--- config.mk ---
export PLATFORM = sky130hd
export DESIGN_NAME = route_request_packet_queue
export DESIGN_NICKNAME = d
export VERILOG_FILES = /design/src/design/rrpq_pkg.sv /design/src/design/route_request_packet_queue.sv /design/src/design/rrpq_ctrl.sv /design/src/design/rrpq_dp.sv
export SDC_FILE = /design/constraint.sdc
export NUM_CORES = 2
export LEC_CHECK = 0
export ABC_AREA = 0
export ABC_CLOCK_PERIOD_IN_PS = 7500
export BUFFER_PORTS_ARGS = -buffer_cell sky130_fd_sc_hd__buf_2
export CAP_MARGIN = 20
export CORE_MARGIN = 5
export CORE_UTILIZATION = 40
export DETAILED_ROUTE_END_ITERATION = 16
export SLEW_MARGIN = 20
export SYNTH_ARGS = -nofsm -noshare
export SYNTH_HDL_FRONTEND = slang
export SYNTH_SLANG_ARGS = --single-unit
--- constraint.sdc ---
create_clock -name i_clk -period 7.5 [get_ports i_clk]
set_input_delay 0.375 -clock i_clk [delete_from_list [all_inputs] [get_ports i_clk]]
set_output_delay 0.375 -clock i_clk [all_outputs]
set_load 0.02 [all_outputs]
--- src/design/rrpq_pkg.sv ---
// ----------------------------------------------------------------------------
// rrpq_pkg
// Types and codes shared by the route request packet queue modules.
// ----------------------------------------------------------------------------
package rrpq_pkg;

    localparam int unsigned REQ_W   = 3;
    localparam int unsigned ID_W    = 32;
    localparam int unsigned OUT_W   = 32;
    localparam int unsigned CNT_W   = 6;
    localparam int unsigned LIFE_W  = 17;
    localparam int unsigned TOUT_W  = 16;
    localparam int unsigned CFG_IDX_W = 1;

    localparam logic [2:0] REQ_TICK  = 3'd0;
    localparam logic [2:0] REQ_ENQ   = 3'd1;
    localparam logic [2:0] REQ_DEQ   = 3'd2;
    localparam logic [2:0] REQ_DROP  = 3'd3;
    localparam logic [2:0] REQ_FIND  = 3'd4;
    localparam logic [2:0] REQ_SIZE  = 3'd5;

    localparam logic [1:0] CAUSE_EXPIRED = 2'd0;
    localparam logic [1:0] CAUSE_EVICTED = 2'd1;
    localparam logic [1:0] CAUSE_BY_DEST = 2'd2;

    localparam logic CFG_MAX_LENGTH    = 1'b0;
    localparam logic CFG_ENTRY_TIMEOUT = 1'b1;

    typedef enum logic [3:0] {
        ST_IDLE,
        ST_PURGE_RD,
        ST_PURGE,
        ST_OP_RD,
        ST_OP,
        ST_EVICT_RD,
        ST_EVICT,
        ST_APPEND,
        ST_REPLY
    } t_state;

    // scan modes of the datapath
    typedef enum logic [2:0] {
        SCAN_EXPIRE,
        SCAN_TICK,
        SCAN_DUP,
        SCAN_DEQ,
        SCAN_DROP,
        SCAN_FIND,
        SCAN_EVICT
    } t_scan;

    typedef struct packed {
        logic       load;       // capture request
        logic       scan_start; // reset scan indexes
        logic       scan_step;  // process one slot
        t_scan      mode;
        logic       scan_end;   // commit compacted count
        logic       append;     // write new entry
        logic       reply;      // final reply
    } t_cmd;

    typedef struct packed {
        logic       scan_done;  // read index reached count
        logic       dup_found;
        logic       need_evict;
        logic [REQ_W-1:0] req;
    } t_status;

    typedef struct packed {
        logic [REQ_W-1:0] req_type;
        logic [ID_W-1:0]  packet_id;
        logic [ID_W-1:0]  dest_addr;
    } t_req;

    typedef struct packed {
        logic             is_drop;
        logic [1:0]       drop_cause;
        logic             success;
        logic [OUT_W-1:0] out_packet_id;
        logic [OUT_W-1:0] out_dest;
        logic [CNT_W-1:0] entry_count;
        logic             last;
    } t_result;

endpackage

--- src/design/route_request_packet_queue.sv ---
// ----------------------------------------------------------------------------
// route_request_packet_queue
// Age-ordered buffer of packet handles with lifetimes, purge and eviction.
// ----------------------------------------------------------------------------
// channel  | ports                          | handshake
// request  | i_start, i_req                 | taken when i_start && !o_busy
// result   | o_valid, o_result              | one cycle per word, no stall
// config   | i_cfg_we, i_cfg_idx, i_cfg_data| written when i_cfg_we
// Tick, enqueue, dequeue, drop and size first purge expired slots; find does
// not. Size and unknown requests then reply; the others scan the slots, and an
// enqueue that is no duplicate evicts when full, then appends. Scans run one
// slot per cycle; each word is registered before it leaves, the final word in
// the idle cycle. Reset is synchronous, active low, and empties the queue.
// Results cannot be stalled.
// ----------------------------------------------------------------------------
module route_request_packet_queue #(
    parameter int unsigned QUEUE_DEPTH = 32,
    parameter int unsigned ADDR_WIDTH  = 32
) (
    input  logic                           i_clk,
    input  logic                           i_rst_n,
    input  logic                           i_start,
    input  rrpq_pkg::t_req                 i_req,
    output logic                           o_busy,
    output logic                           o_valid,
    output rrpq_pkg::t_result              o_result,
    input  logic                           i_cfg_we,
    input  logic [rrpq_pkg::CFG_IDX_W-1:0] i_cfg_idx,
    input  logic [rrpq_pkg::TOUT_W-1:0]    i_cfg_data
);

    logic [rrpq_pkg::CNT_W-1:0]  r_max_length;
    logic [rrpq_pkg::TOUT_W-1:0] r_entry_timeout;

    always_ff @(posedge i_clk) begin
        if (!i_rst_n) begin
            r_max_length    <= rrpq_pkg::CNT_W'(32);
            r_entry_timeout <= rrpq_pkg::TOUT_W'(30);
        end else if (i_cfg_we) begin
            if (i_cfg_idx == rrpq_pkg::CFG_MAX_LENGTH)
                r_max_length <= i_cfg_data[rrpq_pkg::CNT_W-1:0];
            else
                r_entry_timeout <= i_cfg_data;
        end
    end

    rrpq_pkg::t_cmd    cmd;
    rrpq_pkg::t_status status;

    rrpq_ctrl u_ctrl (
        .i_clk    (i_clk),
        .i_rst_n  (i_rst_n),
        .i_start  (i_start),
        .i_status (status),
        .o_busy   (o_busy),
        .o_cmd    (cmd)
    );

    rrpq_dp #(
        .QUEUE_DEPTH (QUEUE_DEPTH),
        .ADDR_WIDTH  (ADDR_WIDTH)
    ) u_dp (
        .i_clk           (i_clk),
        .i_rst_n         (i_rst_n),
        .i_req           (i_req),
        .i_max_length    (r_max_length),
        .i_entry_timeout (r_entry_timeout),
        .i_cmd           (cmd),
        .o_status        (status),
        .o_valid         (o_valid),
        .o_result        (o_result)
    );

    assert property (@(posedge i_clk) disable iff (!i_rst_n)
        (i_start && !o_busy) |=> o_busy);
    assert property (@(posedge i_clk) disable iff (!i_rst_n)
        (o_valid && o_result.last) |=> !o_valid);
    assert property (@(posedge i_clk) disable iff (!i_rst_n)
        o_valid |-> (o_busy || o_result.last));
    assert property (@(posedge i_clk) disable iff (!i_rst_n)
        (o_valid && o_result.is_drop) |-> !o_result.last);

endmodule

--- src/design/rrpq_ctrl.sv ---
// ----------------------------------------------------------------------------
// rrpq_ctrl
// Sequencer: purge scan, operation scan, eviction scan, append and final reply.
// ----------------------------------------------------------------------------
module rrpq_ctrl (
    input  logic               i_clk,
    input  logic               i_rst_n,
    input  logic               i_start,
    input  rrpq_pkg::t_status  i_status,
    output logic               o_busy,
    output rrpq_pkg::t_cmd     o_cmd
);

    rrpq_pkg::t_state r_state, n_state;

    always_ff @(posedge i_clk) begin
        if (!i_rst_n) begin
            r_state <= rrpq_pkg::ST_IDLE;
        end else begin
            r_state <= n_state;
        end
    end

    logic purge_req;
    assign purge_req = (i_status.req <= rrpq_pkg::REQ_SIZE)
                       && (i_status.req != rrpq_pkg::REQ_FIND);

    always_comb begin
        n_state = r_state;
        unique case (r_state)
            rrpq_pkg::ST_IDLE: begin
                if (i_start) n_state = rrpq_pkg::ST_PURGE_RD;
            end
            rrpq_pkg::ST_PURGE_RD: begin
                n_state = purge_req ? rrpq_pkg::ST_PURGE : rrpq_pkg::ST_OP_RD;
            end
            rrpq_pkg::ST_PURGE: begin
                if (i_status.scan_done) n_state = rrpq_pkg::ST_OP_RD;
            end
            rrpq_pkg::ST_OP_RD: begin
                if (i_status.req == rrpq_pkg::REQ_SIZE || i_status.req > rrpq_pkg::REQ_SIZE)
                    n_state = rrpq_pkg::ST_REPLY;
                else
                    n_state = rrpq_pkg::ST_OP;
            end
            rrpq_pkg::ST_OP: begin
                if (i_status.scan_done) begin
                    if (i_status.req == rrpq_pkg::REQ_ENQ && !i_status.dup_found)
                        n_state = i_status.need_evict ? rrpq_pkg::ST_EVICT_RD
                                                      : rrpq_pkg::ST_APPEND;
                    else
                        n_state = rrpq_pkg::ST_REPLY;
                end
            end
            rrpq_pkg::ST_EVICT_RD: n_state = rrpq_pkg::ST_EVICT;
            rrpq_pkg::ST_EVICT: begin
                if (i_status.scan_done) n_state = rrpq_pkg::ST_APPEND;
            end
            rrpq_pkg::ST_APPEND: n_state = rrpq_pkg::ST_REPLY;
            rrpq_pkg::ST_REPLY:  n_state = rrpq_pkg::ST_IDLE;
            default:             n_state = rrpq_pkg::ST_IDLE;
        endcase
    end

    always_comb begin
        o_cmd = '0;
        o_cmd.mode = rrpq_pkg::SCAN_EXPIRE;
        o_busy = (r_state != rrpq_pkg::ST_IDLE);
        unique case (r_state)
            rrpq_pkg::ST_IDLE: begin
                o_cmd.load = i_start;
            end
            rrpq_pkg::ST_PURGE_RD: begin
                o_cmd.scan_start = 1'b1;
            end
            rrpq_pkg::ST_PURGE: begin
                o_cmd.mode      = rrpq_pkg::SCAN_EXPIRE;
                o_cmd.scan_step = !i_status.scan_done;
                o_cmd.scan_end  = i_status.scan_done;
            end
            rrpq_pkg::ST_OP_RD: begin
                o_cmd.scan_start = 1'b1;
            end
            rrpq_pkg::ST_OP: begin
                case (i_status.req)
                    rrpq_pkg::REQ_TICK: o_cmd.mode = rrpq_pkg::SCAN_TICK;
                    rrpq_pkg::REQ_ENQ:  o_cmd.mode = rrpq_pkg::SCAN_DUP;
                    rrpq_pkg::REQ_DEQ:  o_cmd.mode = rrpq_pkg::SCAN_DEQ;
                    rrpq_pkg::REQ_DROP: o_cmd.mode = rrpq_pkg::SCAN_DROP;
                    default:            o_cmd.mode = rrpq_pkg::SCAN_FIND;
                endcase
                o_cmd.scan_step = !i_status.scan_done;
                o_cmd.scan_end  = i_status.scan_done;
            end
            rrpq_pkg::ST_EVICT_RD: begin
                o_cmd.scan_start = 1'b1;
            end
            rrpq_pkg::ST_EVICT: begin
                o_cmd.mode      = rrpq_pkg::SCAN_EVICT;
                o_cmd.scan_step = !i_status.scan_done;
                o_cmd.scan_end  = i_status.scan_done;
            end
            rrpq_pkg::ST_APPEND: begin
                o_cmd.append = 1'b1;
            end
            rrpq_pkg::ST_REPLY: begin
                o_cmd.reply = 1'b1;
            end
            default: ;
        endcase
    end

endmodule

--- src/design/rrpq_dp.sv ---
// ----------------------------------------------------------------------------
// rrpq_dp
// Slot memory with a read pointer and a write pointer for in-place compaction.
// ----------------------------------------------------------------------------
module rrpq_dp #(
    parameter int unsigned QUEUE_DEPTH = 32,
    parameter int unsigned ADDR_WIDTH  = 32
) (
    input  logic                          i_clk,
    input  logic                          i_rst_n,
    input  rrpq_pkg::t_req                i_req,
    input  logic [rrpq_pkg::CNT_W-1:0]    i_max_length,
    input  logic [rrpq_pkg::TOUT_W-1:0]   i_entry_timeout,
    input  rrpq_pkg::t_cmd                i_cmd,
    output rrpq_pkg::t_status             o_status,
    output logic                          o_valid,
    output rrpq_pkg::t_result             o_result
);

    localparam int unsigned IDX_W = (QUEUE_DEPTH > 1) ? $clog2(QUEUE_DEPTH) : 1;
    localparam int unsigned HC_W  = $clog2(QUEUE_DEPTH + 1);
    localparam int unsigned ENT_W = rrpq_pkg::ID_W + ADDR_WIDTH + rrpq_pkg::LIFE_W;

    logic [ENT_W-1:0] r_mem [QUEUE_DEPTH];

    logic [rrpq_pkg::REQ_W-1:0] r_req;
    logic [rrpq_pkg::ID_W-1:0]  r_id;
    logic [ADDR_WIDTH-1:0]      r_dst;
    logic [HC_W-1:0]            r_count;
    logic [HC_W-1:0]            r_rd;
    logic [HC_W-1:0]            r_wr;
    logic                       r_hit;
    logic                       r_removed;
    logic [ENT_W-1:0]           r_rdata;
    logic                       r_valid;
    rrpq_pkg::t_result          r_result;

    logic [rrpq_pkg::ID_W-1:0]  e_id;
    logic [ADDR_WIDTH-1:0]      e_dst;
    logic [rrpq_pkg::LIFE_W-1:0] e_life;
    assign {e_id, e_dst, e_life} = r_rdata;

    logic [HC_W-1:0] cap;
    always_comb begin
        if (i_max_length == '0)
            cap = HC_W'(1);
        else if ({{(32 - rrpq_pkg::CNT_W){1'b0}}, i_max_length} > 32'(QUEUE_DEPTH))
            cap = HC_W'(QUEUE_DEPTH);
        else
            cap = HC_W'(i_max_length);
    end

    logic expired, dmatch, evict_hit, drop_now, keep;
    assign expired   = e_life[rrpq_pkg::LIFE_W-1];
    assign dmatch    = (e_dst == r_dst);
    assign evict_hit = ({1'b0, r_rd} + {1'b0, cap}) <= {1'b0, r_count};
    assign o_status.scan_done  = (r_rd >= r_count);
    assign o_status.dup_found  = r_hit;
    assign o_status.need_evict = (r_count >= cap) && (r_count != '0);
    assign o_status.req        = r_req;

    always_comb begin
        drop_now = 1'b0;
        case (i_cmd.mode)
            rrpq_pkg::SCAN_EXPIRE: drop_now = expired;
            rrpq_pkg::SCAN_DROP:   drop_now = dmatch;
            rrpq_pkg::SCAN_DEQ:    drop_now = dmatch && !r_removed;
            rrpq_pkg::SCAN_EVICT:  drop_now = evict_hit;
            default:               drop_now = 1'b0;
        endcase
        keep = !drop_now;
    end

    logic [rrpq_pkg::LIFE_W-1:0] n_life;
    assign n_life = (i_cmd.mode == rrpq_pkg::SCAN_TICK && !expired)
                    ? e_life - rrpq_pkg::LIFE_W'(1) : e_life;

    // read address: slot after the current step, or slot 0 at scan start
    logic [HC_W-1:0] rd_next;
    always_comb begin
        rd_next = r_rd;
        if (i_cmd.scan_start)     rd_next = '0;
        else if (i_cmd.scan_step) rd_next = r_rd + HC_W'(1);
    end

    always_ff @(posedge i_clk) begin
        if (i_cmd.scan_step && keep)
            r_mem[r_wr[IDX_W-1:0]] <= {e_id, e_dst, n_life};
        else if (i_cmd.append)
            r_mem[r_count[IDX_W-1:0]] <= {r_id, r_dst,
                {1'b0, i_entry_timeout}};
        if (rd_next < HC_W'(QUEUE_DEPTH))
            r_rdata <= r_mem[rd_next[IDX_W-1:0]];
    end

    always_ff @(posedge i_clk) begin
        if (i_cmd.load) begin
            r_req <= i_req.req_type;
            r_id  <= i_req.packet_id;
            r_dst <= ADDR_WIDTH'(i_req.dest_addr);
        end
    end

    rrpq_pkg::t_result n_result;
    logic              n_valid;
    always_comb begin
        n_result = '0;
        n_valid  = 1'b0;
        if (i_cmd.scan_step && drop_now && i_cmd.mode != rrpq_pkg::SCAN_DEQ) begin
            n_valid = 1'b1;
            n_result.is_drop = 1'b1;
            case (i_cmd.mode)
                rrpq_pkg::SCAN_DROP:  n_result.drop_cause = rrpq_pkg::CAUSE_BY_DEST;
                rrpq_pkg::SCAN_EVICT: n_result.drop_cause = rrpq_pkg::CAUSE_EVICTED;
                default:              n_result.drop_cause = rrpq_pkg::CAUSE_EXPIRED;
            endcase
            n_result.out_packet_id = e_id;
            n_result.out_dest = rrpq_pkg::OUT_W'(e_dst);
        end else if (i_cmd.reply) begin
            n_valid = 1'b1;
            n_result = r_result;
            n_result.success = (r_req == rrpq_pkg::REQ_ENQ) ? !r_hit
                             : (r_req == rrpq_pkg::REQ_DEQ || r_req == rrpq_pkg::REQ_FIND)
                               ? r_hit : 1'b0;
            n_result.entry_count = rrpq_pkg::CNT_W'(r_count);
            n_result.last = 1'b1;
        end
    end

    always_ff @(posedge i_clk) begin
        if (!i_rst_n) begin
            r_count <= '0;
            r_valid <= 1'b0;
        end else begin
            r_valid <= n_valid;
            if (i_cmd.scan_end && i_cmd.mode != rrpq_pkg::SCAN_TICK
                && i_cmd.mode != rrpq_pkg::SCAN_FIND && i_cmd.mode != rrpq_pkg::SCAN_DUP)
                r_count <= r_wr;
            else if (i_cmd.append)
                r_count <= r_count + HC_W'(1);
        end
    end

    always_ff @(posedge i_clk) begin
        o_result <= n_valid ? n_result : '0;
        r_rd <= rd_next;
        if (i_cmd.scan_start) begin
            r_wr      <= '0;
            r_removed <= 1'b0;
            r_hit     <= 1'b0;
            r_result  <= '0;
        end else if (i_cmd.scan_step) begin
            if (keep) r_wr <= r_wr + HC_W'(1);
            case (i_cmd.mode)
                rrpq_pkg::SCAN_DUP:
                    if (dmatch && e_id == r_id) r_hit <= 1'b1;
                rrpq_pkg::SCAN_FIND:
                    if (dmatch) r_hit <= 1'b1;
                rrpq_pkg::SCAN_DEQ:
                    if (dmatch && !r_removed) begin
                        r_hit <= 1'b1;
                        r_removed <= 1'b1;
                        r_result.out_packet_id <= e_id;
                        r_result.out_dest <= rrpq_pkg::OUT_W'(e_dst);
                    end
                default: ;
            endcase
        end
    end

    assign o_valid = r_valid;

endmodule

==> summary.txt <==
Outcome
  • Outcome: finished clean

Timing
  • Hold_ws: 0.126 ns
  • Final hold violation count: 0
  • Worst Clk Skew: 0.0535 ns
  • Final number of setup-violating endpoints: 0
  • Final TNS setup: 0 ns
  • Slew HR: 0.136
  • Fmax: 0.167 GHz
  • Fin crit period: 6.00 ns
  • Worst Max-Slew Pin Slew: 1.30 ns
  • Pins Over Slew Limit: 0
  • RSZ-0062 raised after global routing: false
  • Fin crit share: 0.800

Worst setup path
  • Endpoint type of the worst setup path: flop
  • Critical path type: flop to flop
  • Last element of the critical path: u_dp.r_mem[23][43]
  • R2R setup slack: 1.50 ns
  • Critical path launch point type: flop
  • Crit path max fanout: 28
  • Reg-to-Reg Start: r_max_length[1]
  • Arrival @ worst endpoint: 6.55 ns
  • Worst r2r path cells: 19
  • Critical Path RT: 8.06 ns
  • Crit path launch: r_max_length[1]
  • Reg2reg end: u_dp.r_mem[23][43]

Clocking
  • CTS tree: built
  • Post-CTS Setup Inserts: 0
  • Root Buffer: clkbuf_16
  • Max clock buf depth: 4
  • # H-tree levels: 5
  • CTS buffer count: 312
  • Later-pin clock latency in the skew report: 0.90 ns
  • Clock transition at path regs: 0.06 ns
  • TritonCTS Sinks: 2,926

Place
  • Port Buffers: 164
  • DP HPWL: 185,000 µm
  • Post-Place Cells: 11,800
  • Routability Congestion: 0.803

Floorplanning
  • DIE AREA: 295,000 µm²
  • Die Wd: 543 µm
  • Site Rows: 195
  • Die H: 543 µm
  • Initial core utilization: 0.402
  • I/O Pins: 165
  • Core area: 283,000 µm²

Detailed routing
  • DRT iter0 DRCs: 8,642
  • Residual DRC: 0
  • Routed WL per cell: 27.1 µm
  • Vias per cell: 5.69
  • Antenna-violating nets left: 0
  • Vias: 71,000
  • Drt total wl: 338,000 µm
  • First-pass DRT Iterations: 8

Final layout
  • P&R area growth vs syn: 15.0%
  • Final #Nets: 8,609
  • Fin cells: 12,500
  • Finished Core Util: 0.463
  • Layout cell share with drive strength beyond 1: 0.109

Global route
  • Largest net degree at the start of global routing: 196
  • GRT overflow: 0
  • Vias in the first global route: 68,300
  • Global-route wire length before repair: 484,000 µm
  • Initial antenna violation count: 8
  • Tot GR Track Use: 0.222

Logic synthesis
  • Mapped Area: 114,000 µm²
  • Ys flop type: edfxtp_1
  • Synthesis Warnings: 0
  • Distinct cells, synth: 66
  • Fraction of registers with async set/reset: 0
  • Yosys reg bits: 2,926
  • Cells after synthesis: 8,197
  • Sequential area share after synthesis: 0.756
  • Syn_area_per_cell: 13.9 µm²
  • EDFF count, synth: 2,740
  • Syn Nets: 8,315

Worst hold path
  • Worst min-delay path category: input port to flop

Power
  • VDD IR-drop max: 0.328 mV
  • Leak: 43.7 nW
  • Power density of the placed cells: 327 nW/µm²

Run
  • Max-Cap Viols: 0
-- worst max-delay path, cell delays in order, from the launching register on --
cell and delay, ns:
dfxtp_1 0.33, nor4_1 0.32, nor2_1 0.08, nor2_1 0.15, ha_1 0.20, inv_1 0.06, fa_1 0.42, nor2b_1 0.12
o21ai_0 0.11, a21boi_0 0.28, nor2_1 0.11, ha_1 0.32, nand3_1 0.11, a21oi_1 0.21, o21bai_1 0.15, a311oi_2 0.71
nand2_1 0.26, o32a_1 0.55, nor2_4 0.77, buf_12 0.34
-- sequential cells by signal, summed over array words and instances (netlist names), 3 cells and up --
signal	flops
u_dp.r_rd	6
r_max_length	6
u_dp.r_dst	32
u_dp.r_rdata	81
u_dp.o_result	75
u_dp.r_result	64
u_dp.r_count	6
u_dp.r_wr	6
u_ctrl.r_state	4
u_dp.r_id	32
u_dp.r_req	3
u_dp.r_mem	2592
r_entry_timeout	16
-- placed cells by master (no fill, tap or decap), types with 67 or more instances in the layout --
| cell | synthesis | routed |
|---|---|---|
| dfxtp_1 | 186 | 186 |
| buf_4 | 40 | 147 |
| buf_2 | 203 | 164 |
| o22ai_1 | 142 | 142 |
| nor2_1 | 133 | 97 |
| mux2i_1 | 352 | 351 |
| clkinv_1 | 0 | 67 |
| a21oi_1 | 908 | 907 |
| edfxtp_1 | 2740 | 2740 |
| a22o_1 | 74 | 74 |
| buf_12 | 0 | 70 |
| nand3_1 | 76 | 75 |
| clkbuf_16 | 0 | 321 |
| nand2_1 | 2275 | 2251 |
| xor2_1 | 71 | 71 |
| dlygate4sd3_1 | 0 | 91 |
| nor4_1 | 190 | 184 |
-- synthesized netlist by cell type (all sizes together), types with 2 or more instances --
master     n  area [µm²]
edfxtp  2740       82300
nand2   2275        8540
a21oi    909        4550
mux2i    353        3550
buf      319        1730
nor4     190        1190
dfxtp    186        3720
clkbuf   180         676
o22ai    142         888
nor2     134         510
nand3     76         380
a22o      74         648
xor2      71         622
o32ai     62         551
or4       62         465
a221oi    61         772
a31oi     58         363
a32oi     41         359
o21ai     30         161
ha        29         363
inv       28         108
xnor2     23         201
nor3      20         100
and3      17         106
nor2b     15        93.8
a21boi    14         105
a311oi    12         111
nand4     10        62.6
and2       8        50.1
a21o       7        52.6
nand2b     7        43.8
o31ai      6        45.0
o211a      5        50.1
o211ai     4        30.0
o21a       4        30.0
or2        4        25.0
nor3b      3        22.5
a22oi      2        15.0
mux2       2        26.3
nand3b     2        15.0
o21bai     2        15.0
o32a       2        20.0
or3        2        12.5
-- final cells by class --
type                            count  area [µm²]
Fill cell                       24400      152000
Clock inverter                    165        1440
Antenna cell                        7        17.5
Tap cell                         3743        4680
Clock buffer                      391        8390
Inverter                           28         121
Multi-Input combinational cell   4744       25800
Sequential cell                  2926       86000
Timing Repair Buffer              479        4340
-- worst min path at each step --
stage | start | to | slack (ns) | cells after the start
2_1_floorplan | r_entry_timeout[1] | r_entry_timeout[1] | 0.44 | 2
3_3_place_gp | r_entry_timeout[4] | r_entry_timeout[4] | 0.45 | 2
3_5_place_dp | u_dp.r_result[40] | u_dp.o_result[40] | 0.46 | 1
4_1_cts | i_cfg_we | r_max_length[5] | 0.09 | 3
5_1_grt | i_cfg_we | r_max_length[5] | 0.14 | 3
6_report | i_cfg_we | r_max_length[5] | 0.13 | 3
-- cells by family after synthesis --
group           count (synthesis)  synth area share
compound gates               1439            0.0774
xor+xnor                       94           0.00724
fa+ha+maj                      30           0.00337
buf+inv                       527            0.0221
flops                        2926             0.756
mux                           355            0.0314
simple gates                 2826             0.102
-- power breakdown --
part	switching [mW]	internal, mW	leakage, nW
sequential	0.473	19.5	26.3
clock	6.40	8.52	4.80
combinational	5.75	2.11	12.6
total	12.6	30.1	43.7
-- stage by stage --
stage	total power [mW]	worst slack (ns)	area, µm²
finish	42.7	1.50	131000
global route	44.3	1.18	131000
detailed placement	28.0	1.56	120000
CTS	42.9	1.49	131000
floorplan	25.2	0.0528	114000
global placement	27.9	1.12	120000
-- timing repair --
item	in CTS	in global routing
hold buffers	91	0
gates resized for setup	0	0
hold endpoints to repair	91	0
-- layer usage --
layer  global-route usage  share of wire  routed length, µm
met4               0.0744          0.037              12500
met3               0.0302          0.082              27600
met2                0.355           0.47             159000
met1                0.315           0.41             139000
met5                    0       0.000038                 13
(Power assumes the default switching activity.)
